File: src/rtl/lkv_pkg.sv
// ----------------------------------------------------------------------------
// lkv_pkg
// Shared types and constants for the LRU key/value cache.
// ----------------------------------------------------------------------------
package lkv_pkg;

   // number of entry slots
   localparam int DEPTH = 16;
   // slot index width, at least one bit
   localparam int IDX_W = (DEPTH > 1) ? $clog2(DEPTH) : 1;
   // occupancy count width, holds DEPTH itself
   localparam int CNT_W = $clog2(DEPTH + 1);
   // capacity register width
   localparam int CAP_W = 5;
   // common width for capacity against occupancy compares
   localparam int CMP_W = (CNT_W > CAP_W) ? CNT_W : CAP_W;
   // capacity after reset
   localparam logic [CAP_W-1:0] CAP_RESET = CAP_W'(16);
   // key and value width
   localparam int DATA_W = 32;

   // request codes
   localparam logic REQ_GET = 1'b0;
   localparam logic REQ_PUT = 1'b1;

   // read value on a get miss
   localparam logic signed [DATA_W-1:0] MISS_VALUE = -32'sd1;

   // one request word
   typedef struct packed {
      logic                     req_type;
      logic signed [DATA_W-1:0] key;
      logic signed [DATA_W-1:0] value;
   } req_item_type;

   // one response word
   typedef struct packed {
      logic                     found;
      logic signed [DATA_W-1:0] read_value;
   } rsp_item_type;

   // store status seen by the top level
   typedef struct packed {
      logic [CNT_W-1:0] occupancy;
   } lkv_status_type;

endpackage

File: src/rtl/lkv_store.sv
// ----------------------------------------------------------------------------
// lkv_store
// Entry registers in recency order, parallel key match, one-step shift to the
// front and the registered response.
// ----------------------------------------------------------------------------
module lkv_store (
   input  logic                          clock,
   input  logic                          reset,
   input  logic                          in_valid,
   input  lkv_pkg::req_item_type         in_item,
   input  logic [lkv_pkg::CMP_W-1:0]     eff_capacity,
   output logic                          rsp_valid,
   output lkv_pkg::rsp_item_type         rsp_data,
   output lkv_pkg::lkv_status_type       status
);

   // entry storage, slot 0 is most recent
   logic [lkv_pkg::DATA_W-1:0] keys_ff   [lkv_pkg::DEPTH];
   logic [lkv_pkg::DATA_W-1:0] keys_in   [lkv_pkg::DEPTH];
   logic [lkv_pkg::DATA_W-1:0] values_ff [lkv_pkg::DEPTH];
   logic [lkv_pkg::DATA_W-1:0] values_in [lkv_pkg::DEPTH];
   logic [lkv_pkg::CNT_W-1:0]  occ_ff;
   logic [lkv_pkg::CNT_W-1:0]  occ_in;

   logic                       rsp_valid_ff;
   logic                       rsp_valid_in;
   lkv_pkg::rsp_item_type      rsp_data_ff;
   lkv_pkg::rsp_item_type      rsp_data_in;

   logic [lkv_pkg::DEPTH-1:0]  match;
   logic                       hit;
   logic [lkv_pkg::IDX_W-1:0]  hit_at;
   logic                       is_put;
   logic                       full;
   logic                       do_shift;
   logic [lkv_pkg::IDX_W-1:0]  last;
   logic [lkv_pkg::DATA_W-1:0] hit_value;
   logic [lkv_pkg::DATA_W-1:0] front_value;

   // key compare against every valid slot
   always_comb begin
      for (int i = 0; i < lkv_pkg::DEPTH; i++) begin
         match[i] = (lkv_pkg::CNT_W'(i) < occ_ff) && (keys_ff[i] == in_item.key);
      end
   end

   // lowest matching slot
   always_comb begin
      hit    = 1'b0;
      hit_at = '0;
      for (int i = lkv_pkg::DEPTH - 1; i >= 0; i--) begin
         if (match[i]) begin
            hit    = 1'b1;
            hit_at = lkv_pkg::IDX_W'(i);
         end
      end
   end

   assign hit_value = values_ff[hit_at];
   assign is_put    = (in_item.req_type == lkv_pkg::REQ_PUT);
   assign full      = (lkv_pkg::CMP_W'(occ_ff) >= eff_capacity);

   // shift extent and front entry
   always_comb begin
      do_shift    = in_valid && (is_put || hit);
      front_value = is_put ? in_item.value : hit_value;
      occ_in      = occ_ff;
      if (hit) begin
         last = hit_at;
      end else if (full) begin
         last = lkv_pkg::IDX_W'(occ_ff - lkv_pkg::CNT_W'(1));
      end else begin
         last = lkv_pkg::IDX_W'(occ_ff);
         if (do_shift) begin
            occ_in = occ_ff + lkv_pkg::CNT_W'(1);
         end
      end
   end

   // move slots 0 .. last-1 down one, new entry into slot 0
   always_comb begin
      for (int i = 0; i < lkv_pkg::DEPTH; i++) begin
         keys_in[i]   = keys_ff[i];
         values_in[i] = values_ff[i];
         if (do_shift) begin
            if (i == 0) begin
               keys_in[i]   = in_item.key;
               values_in[i] = front_value;
            end else if (lkv_pkg::IDX_W'(i) <= last) begin
               keys_in[i]   = keys_ff[i-1];
               values_in[i] = values_ff[i-1];
            end
         end
      end
   end

   // response word
   always_comb begin
      rsp_valid_in         = in_valid;
      rsp_data_in.found    = hit;
      if (is_put) begin
         rsp_data_in.read_value = '0;
      end else if (hit) begin
         rsp_data_in.read_value = hit_value;
      end else begin
         rsp_data_in.read_value = lkv_pkg::MISS_VALUE;
      end
   end

   // control registers
   always_ff @(posedge clock) begin
      if (reset) begin
         occ_ff       <= '0;
         rsp_valid_ff <= 1'b0;
      end else begin
         occ_ff       <= occ_in;
         rsp_valid_ff <= rsp_valid_in;
      end
   end

   // payload registers
   always_ff @(posedge clock) begin
      keys_ff     <= keys_in;
      values_ff   <= values_in;
      rsp_data_ff <= rsp_data_in;
   end

   assign rsp_valid        = rsp_valid_ff;
   assign rsp_data         = rsp_data_ff;
   assign status.occupancy = occ_ff;

endmodule

File: src/rtl/lru_key_value_cache_core.sv
// ----------------------------------------------------------------------------
// lru_key_value_cache_core
// Fully associative key/value cache with least-recently-used replacement.
//
//   channel   handshake            word
//   request   start / busy         req_data (req_type, key, value)
//   response  rsp_valid strobe     rsp_data (found, read_value)
//   config    csr_valid/csr_ready  csr_wdata (capacity)
//
// One request per cycle; the response strobe follows acceptance through the
// request input register and the store's response register. The key match and
// recency shift are combinational. busy stays low and csr_ready stays high.
// Synchronous reset empties the cache (occupancy to zero) and sets capacity to 16.
// The response cannot be stalled; each strobe lasts one cycle.
// ----------------------------------------------------------------------------
module lru_key_value_cache_core (
   input  logic                          clock,
   input  logic                          reset,
   input  logic                          start,
   output logic                          busy,
   input  lkv_pkg::req_item_type         req_data,
   output logic                          rsp_valid,
   output lkv_pkg::rsp_item_type         rsp_data,
   input  logic                          csr_valid,
   output logic                          csr_ready,
   input  logic [lkv_pkg::CAP_W-1:0]     csr_wdata
);

   logic                         in_valid_ff;
   logic                         in_valid_in;
   lkv_pkg::req_item_type        in_item_ff;
   logic [lkv_pkg::CAP_W-1:0]    cap_ff;
   logic [lkv_pkg::CAP_W-1:0]    cap_in;
   logic [lkv_pkg::CMP_W-1:0]    eff_capacity;
   lkv_pkg::lkv_status_type      status;

   assign busy      = 1'b0;
   assign csr_ready = 1'b1;

   // capacity register
   assign cap_in = (csr_valid && csr_ready) ? csr_wdata : cap_ff;

   // clamp capacity to 1 .. DEPTH
   always_comb begin
      if (cap_ff == '0) begin
         eff_capacity = lkv_pkg::CMP_W'(1);
      end else if (lkv_pkg::CMP_W'(cap_ff) > lkv_pkg::CMP_W'(lkv_pkg::DEPTH)) begin
         eff_capacity = lkv_pkg::CMP_W'(lkv_pkg::DEPTH);
      end else begin
         eff_capacity = lkv_pkg::CMP_W'(cap_ff);
      end
   end

   // request input register
   assign in_valid_in = start && !busy;

   always_ff @(posedge clock) begin
      if (reset) begin
         in_valid_ff <= 1'b0;
         cap_ff      <= lkv_pkg::CAP_RESET;
      end else begin
         in_valid_ff <= in_valid_in;
         cap_ff      <= cap_in;
      end
   end

   always_ff @(posedge clock) begin
      in_item_ff <= req_data;
   end

   lkv_store u_store (
      .clock        (clock),
      .reset        (reset),
      .in_valid     (in_valid_ff),
      .in_item      (in_item_ff),
      .eff_capacity (eff_capacity),
      .rsp_valid    (rsp_valid),
      .rsp_data     (rsp_data),
      .status       (status)
   );

`ifndef SYNTHESIS
   // occupancy never passes the slot count
   assert property (@(posedge clock) disable iff (reset)
      status.occupancy <= lkv_pkg::CNT_W'(lkv_pkg::DEPTH))
      else $error("occupancy above depth");

   // every accepted request gives a response through the input and response registers
   assert property (@(posedge clock) disable iff (reset)
      (start && !busy) |=> ##1 rsp_valid)
      else $error("response missing after request");

   // occupancy grows by at most one per cycle
   assert property (@(posedge clock) disable iff (reset)
      !$past(reset) |->
         (status.occupancy <= $past(status.occupancy) + lkv_pkg::CNT_W'(1)))
      else $error("occupancy jumped");
`endif

endmodule
File: config.mk
export PLATFORM = sky130hd
export DESIGN_NAME = lru_key_value_cache_core
export DESIGN_NICKNAME = d
export VERILOG_FILES = /design/src/rtl/lkv_pkg.sv /design/src/rtl/lkv_store.sv /design/src/rtl/lru_key_value_cache_core.sv
export SDC_FILE = /design/constraint.sdc
export NUM_CORES = 2
export LEC_CHECK = 0
export BUFFER_PORTS_ARGS = -buffer_cell sky130_fd_sc_hd__buf_2
export CAP_MARGIN = 0
export CORE_ASPECT_RATIO = 0.6
export CORE_MARGIN = 3
export CORE_UTILIZATION = 35
export DETAILED_ROUTE_END_ITERATION = 10
export HOLD_SLACK_MARGIN = 0.05
export PLACE_DENSITY_LB_ADDON = 0.12
export SLEW_MARGIN = 20
export SYNTH_ARGS = -nofsm -noshare
export SYNTH_HDL_FRONTEND = slang
export SYNTH_SLANG_ARGS = --single-unit
export TNS_END_PERCENT = 1
File: constraint.sdc
create_clock -name clock -period 22.6 [get_ports clock]
set_input_delay 2.26 -clock clock [delete_from_list [all_inputs] [get_ports clock]]
set_output_delay 2.26 -clock clock [all_outputs]
set_load 0.02 [all_outputs]
== Yosys cells after proc, flatten, opt, wreduce, memory -nomap -nowiden ==
Cells that the tools add are included.

* Input port bits: 74
* Logic and storage cells: 172
* Flip-flop bits (word level): 1134
* Output and inout bits: 36

* Equal/unequal tests: 16
* Mux-type cells: 41
* Add/subtract/negate cells: 2
* Bitwise operators: 3
* Magnitude comparators: 34
* Reduce and logical (&&, ||, !) cells: 35

{| class="wikitable"
|+ Operator list
! cell !! count
|-
| $eq 32x32->1 || 16
|-
| $bmux 32 s4 || 1
|-
| $mux 32 || 4
|-
| $mux 4 || 18
|-
| $lt 4x5->1 const A || 8
|-
| $le 4x4->1 const A || 8
|-
| $reduce_and 2->1 || 15
|-
| $lt 3x5->1 const A || 4
|-
| $logic_and 1x1->1 || 17
|-
| $le 3x4->1 const A || 4
|-
| $mux 1 || 16
|-
| $lt 1x5->1 const A || 2
|-
| $lt 2x5->1 const A || 2
|-
| $mux 5 || 2
|-
| $le 2x4->1 const A || 2
|-
| $add 5x1->5 const B || 1
|-
| $ge 5x5->1 || 1
|-
| $ge 5x5->1 const B || 1
|-
| $gt 5x5->1 const B || 1
|-
| $logic_not 5->1 || 1
|-
| $not 4->5 || 1
|-
| $le 1x4->1 const A || 1
|-
| $sub 4x1->4 const B || 1
|-
| $reduce_and 3->1 || 1
|-
| 2 further kinds || 3
|}

== Depth between registers and ports, before layout ==
* Depth after elaboration: 23
* Depth in mapped cells: 16
* Gate-level depth less buffers: 15

== Cells and area by module ==
A second synthesis with hierarchy kept.

* Cell total of the unflattened synthesis: 3302
* Area total of the unflattened synthesis: 47376.7 um^2

{| class="wikitable"
|+ Modules (own cells, without submodules)
! module !! instances !! sequential area each (um^2) !! area an instance (um^2) !! cells each
|-
| lkv_store || 1 || 31530.2 || 45813.9 || 3208
|-
| lru_key_value_cache_core || 1 || 1421.4 || 1562.7 || 94
|}

== Worst setup path after synthesis ==
Ideal clock, no wire load.

* Kind: register to register
* From: register in_item_ff[63] (netlist bit)
* To: register u_store.keys_ff[128] (netlist bit), enable pin
* Required time: 22026 ps
* Slack: 14805 ps
* Clock period less this slack: 7795 ps
* Setup time: 574 ps
* Stages on the path, launching flop included: 15
* Data arrival time: 7221 ps
* Buffers on the path: 5
* Cells stage by stage: dfxtp_1 buf_2 buf_6 xnor2_1 nor4b_1 nand4_1 or4_1 o21ai_0 a221o_1 a21oi_1 buf_4 buf_6 buf_6 a21o_1 o21ai_0

* Longest elaborated chain between the ends: 21
* Elaborated cells between the ends (all ways): 69
* Those cells by class: order compare: 1; eq/ne: 16; mux: 33; reduce/logical: 19

{| class="wikitable"
|+ RTL lines
! item !! RTL line !! RTL
|-
| start: declaration || lru_key_value_cache_core.sv:31 || <nowiki>lkv_pkg::req_item_type in_item_ff;</nowiki>
|-
| start signal: assignment || lru_key_value_cache_core.sv:68 || <nowiki>in_item_ff <= req_data;</nowiki>
|-
| $eq 32x32->1 || lkv_store.sv:43 || <nowiki>match[i] = (lkv_pkg::CNT_W'(i) < occ_ff) && (keys_ff[i] == in_item.key);</nowiki>
|-
| $logic_and 1x1->1 || lkv_store.sv:43 ||
|-
| $mux 4 or $mux 1 (tied branches) (16 in a row) || lkv_store.sv:52 || <nowiki>if (match[i]) begin</nowiki>
|-
| $mux 4 or $logic_or 1x1->1 (tied branches) || lkv_store.sv:68, lkv_store.sv:65 ||
|-
| $le 4x4->1 or $logic_and 1x1->1 (tied branches) || lkv_store.sv:89, lkv_store.sv:65 ||
|-
| $reduce_and 2->1 (no line) * || - ||
|-
| end signal: assignment || lkv_store.sv:123 || <nowiki>keys_ff <= keys_in;</nowiki>
|-
| end: declaration || lkv_store.sv:18 || <nowiki>logic [lkv_pkg::DATA_W-1:0] keys_ff [lkv_pkg::DEPTH];</nowiki>
|}

Mark *: on every way between the ends. The rest lies on a longest branch, timed or not.
A chain may end at the register's enable or synchronous reset.

== Final worst setup path ==
* From: register u_store.occ_ff, in the netlist u_store.status[4]
* To: register u_store.keys_ff[104] (netlist bit), enable pin

* Longest elaborated chain between the ends: 21
* Elaborated cells between the ends (all ways): 71
* Those cells by class: order compare: 18; mux: 34; reduce/logical: 19

{| class="wikitable"
|+ RTL lines
! item !! RTL line !! RTL
|-
| start: declaration || lkv_store.sv:22 || <nowiki>logic [lkv_pkg::CNT_W-1:0] occ_ff;</nowiki>
|-
| start signal: assignment || lkv_store.sv:116 || <nowiki>occ_ff <= occ_in;</nowiki>
|-
| $lt 4x5->1 || lkv_store.sv:43 ||
|-
| $logic_and 1x1->1 || lkv_store.sv:43 ||
|-
| $mux 4 or $mux 1 (tied branches) (16 in a row) || lkv_store.sv:52 ||
|-
| $mux 4 or $logic_or 1x1->1 (tied branches) || lkv_store.sv:68, lkv_store.sv:65 ||
|-
| $le 4x4->1 or $logic_and 1x1->1 (tied branches) || lkv_store.sv:89, lkv_store.sv:65 ||
|-
| $reduce_and 2->1 (no line) * || - ||
|}

Marked as above.

==> key figures <==
Yosys
  • Mapped cell area: 46900 µm²
  • Ys flop type: edfxtp_1
  • EDFF count, synth: 1024
  • Syn Inst Count: 3027
  • Synth area leader: edfxtp_1
  • Avg Synthesized Cell Area: 15.5 µm²
  • Synthesized net count: 3108
  • Yosys warnings: 0
  • Post-synth cell types: 70
  • Top post-synthesis cells by area: edfxtp_1 66%, mux2i_1 5.6%, xor2_1 5.3%, dfxtp_1 4.7%, xnor2_1 4.4%
  • Sequential fraction of the synthesis area: 70.2%
  • Post-synth ARST share: 0%
  • Seq cells post-synth: 1134
  • Share of the synthesized area in the top cell type: 65.5%

STA
  • Worst slew margin: 18.6%
  • Clk_skew: 44.2 ps
  • Fin crit period: 7350 ps
  • Fin crit share: 32.5%
  • Unrepaired setup endpoints after global routing: false
  • Fmax: 136 MHz
  • Final setup TNS: 0 ps
  • Final setup viols: 0
  • Worst-margin pin slew: 1210 ps
  • Hold Vio Cnt, Final: 0
  • Slew Limit Fails: 0

Die
  • Die W: 479 µm
  • DIE AREA: 139000 µm²
  • Starting density of the core: 35.5%
  • Core area: 132000 µm²
  • IO Count: 110
  • Core Rows: 103
  • Chip height: 290 µm

Routing
  • Total Routed Length: 158000 µm
  • Vias per cell: 5.44
  • Routed wire length per instance: 31.3 µm
  • Drt first-iter violations: 2924
  • Via count: 27500
  • Pre-antenna DRT Iters: 5
  • Final ANT Viol Nets: 0
  • Drt drc: 0

Placed design
  • Area after DPL: 49600 µm²
  • Hpwl dp: 112000 µm
  • PortBufs: 107
  • Final Wtd Congestion: 0.917

Layout
  • ANT cells: 0
  • Area of the multi-input gates: 13200 µm²
  • Fin nets: 3256
  • Share of post-route cells with drive strength above 1: 12.8%
  • Fillers: 12100
  • FF/Latch Area: 33000 µm²
  • Area Overhead vs Synth: 13.4%
  • Finished Cell Area: 53200 µm²

Clock tree
  • Worst-path clk slew: 70 ps
  • H-tree depth: 3
  • Resized Gates After CTS: 0
  • Root Buffer: clkbuf_16
  • TritonCTS clock tree: built
  • Number of hold buffers added after CTS: 0
  • Post-CTS Setup Bufs: 0
  • Total CTS buffers: 110
  • Clock sinks: 1134
  • Clock Latency Late Sink: 740 ps
  • Clk buf depth: 3

Power
  • Power per Cell Area: 82.6 nW/µm²
  • Leakage: 18.3 nW
  • VDD IR-drop max: 0.0544 mV

Setup path
  • Startpoint types: flop
  • Worst Path Required: 22980 ps
  • Crit path arrival time: 7720 ps
  • Critical Path Sink Type: flop
  • Crit path kind: reg -> reg
  • Max Fanout on Critical Path: 43

Job
  • Max-Cap Viols: 0

Global route
  • Total gr overflow: 0
  • Vias in the first global route: 27800
  • First-pass GRT wire length: 221000 µm
  • Largest net degree at the start of global routing: 77
  • Initial antenna violation count: 3
  • GR Util All Layers: 22.5%

Hold path
  • Hold Path Class: reg -> reg

Outcome
  • Outcome: finished clean
-- metrics by stage --
stage / hold WS (ps) / setup slack [ps] / power, mW / utilization, % / std cells
global placement: 425 / 15300 / 2.60 / 37.5 / 4846
global route: 445 / 14970 / 4.54 / 40.2 / 5058
detailed placement: 429 / 15220 / 2.60 / 37.5 / 4847
CTS: 433 / 15190 / 4.45 / 40.2 / 5057
floorplan: 403 / 14800 / 2.50 / - / 3027
finish: 439 / 15250 / 4.40 / 40.2 / 5058
-- flip-flops by register name, summed over array words and instances, names as in the netlist --
name and count:
cap_ff 5, u_store.rsp_data 33, u_store.status 5, u_store.rsp_valid 1
u_store.keys_ff 512, in_item_ff 65, in_valid_ff 1, u_store.values_ff 512
-- layout make-up --
cell class | instances | share of cell area (%)
Clock buffer | 148 | 5.69
Clock inverter | 62 | 1.01
Sequential cell | 1134 | 61.9
Tap cell | 1785 | 4.19
Multi-Input combinational cell | 1713 | 24.8
Inverter | 33 | 0.242
Timing Repair Buffer | 183 | 2.18
-- synth_stat cells (12+ instances only) --
cell type     n
a211oi_1     23
a21oi_1      18
a22oi_1      31
and4_1       12
buf_2        59
buf_4        34
buf_6        20
clkbuf_1     34
dfxtp_1     110
edfxtp_1   1024
inv_1        33
mux2_2       20
mux2i_1     264
nand2_1     129
nand3_1     110
nand4_1     106
nand4b_1     12
nor2_1       57
nor3_1       35
nor4_1      135
nor4b_1      16
o2111ai_1    20
o211a_1      21
o211ai_1     26
o21ai_0      18
o21ai_1      17
or3_1        13
xnor2_1     237
xor2_1      283
-- where the power goes --
part	internal (mW)	switching, mW
registers	2.31	0.0243
clock network	0.998	0.848
logic	0.0620	0.158
-- path summary, 6_finish.rpt --
check	start	endpoint	slack, ps	cells past startpoint
worst min-delay path	u_store.values_ff[355]$_DFFE_PP_	u_store.values_ff[323]$_DFFE_PP_	440	0
worst max-delay path	u_store.status[4]$_SDFFE_PP0P_	u_store.keys_ff[104]$_DFFE_PP_	15250	12
worst min register to register	u_store.values_ff[355]$_DFFE_PP_	u_store.values_ff[323]$_DFFE_PP_	440	0
worst max register to register	u_store.status[4]$_SDFFE_PP0P_	u_store.keys_ff[104]$_DFFE_PP_	15250	12
-- critical path, stage by stage (launching register included) --
cell      delay [ps]
dfxtp_1          560
nor3_2           750
o21ai_0          600
nand2_1          390
nor3_1           100
nor2_1           590
nand3_1          200
or3_2            900
nand2_1          470
or2_2            340
or2_0            670
clkinv_2         720
buf_4            570
-- placed cells by master (no fill, tap or decap), types with 106 or more instances in the layout --
cell type	Yosys	layout
clkbuf_16	0	114
nand4_1	106	106
xnor2_1	237	237
buf_2	59	107
nand3_1	110	110
edfxtp_1	1024	1024
dfxtp_1	110	109
mux2i_1	264	264
xor2_1	283	283
nor4_1	135	131
nand2_1	129	127
-- metal layers --
| metal | track usage [%] | wire length (µm) | vias to the layer above |
|---|---|---|---|
| met4 | 4.56 | 2690 | 0 |
| met3 | 4.30 | 10700 | 161 |
| met5 | 0 | 0 | - |
| met2 | 32.0 | 65800 | 1102 |
| li1 | - | - | 11900 |
| met1 | 35.4 | 79300 | 14400 |
-- cells by family after synthesis --
logic type | count (synthesis) | synth area share (%)
flops | 1134 | 70.2
simple gates | 695 | 8.31
xor+xnor | 520 | 9.70
mux | 284 | 6.11
compound gates | 205 | 3.29
buf+inv | 180 | 2.19
fa+ha+maj | 7 | 0.187
other cells | 2 | 0.0160
Power figures use the tool's default switching activity.
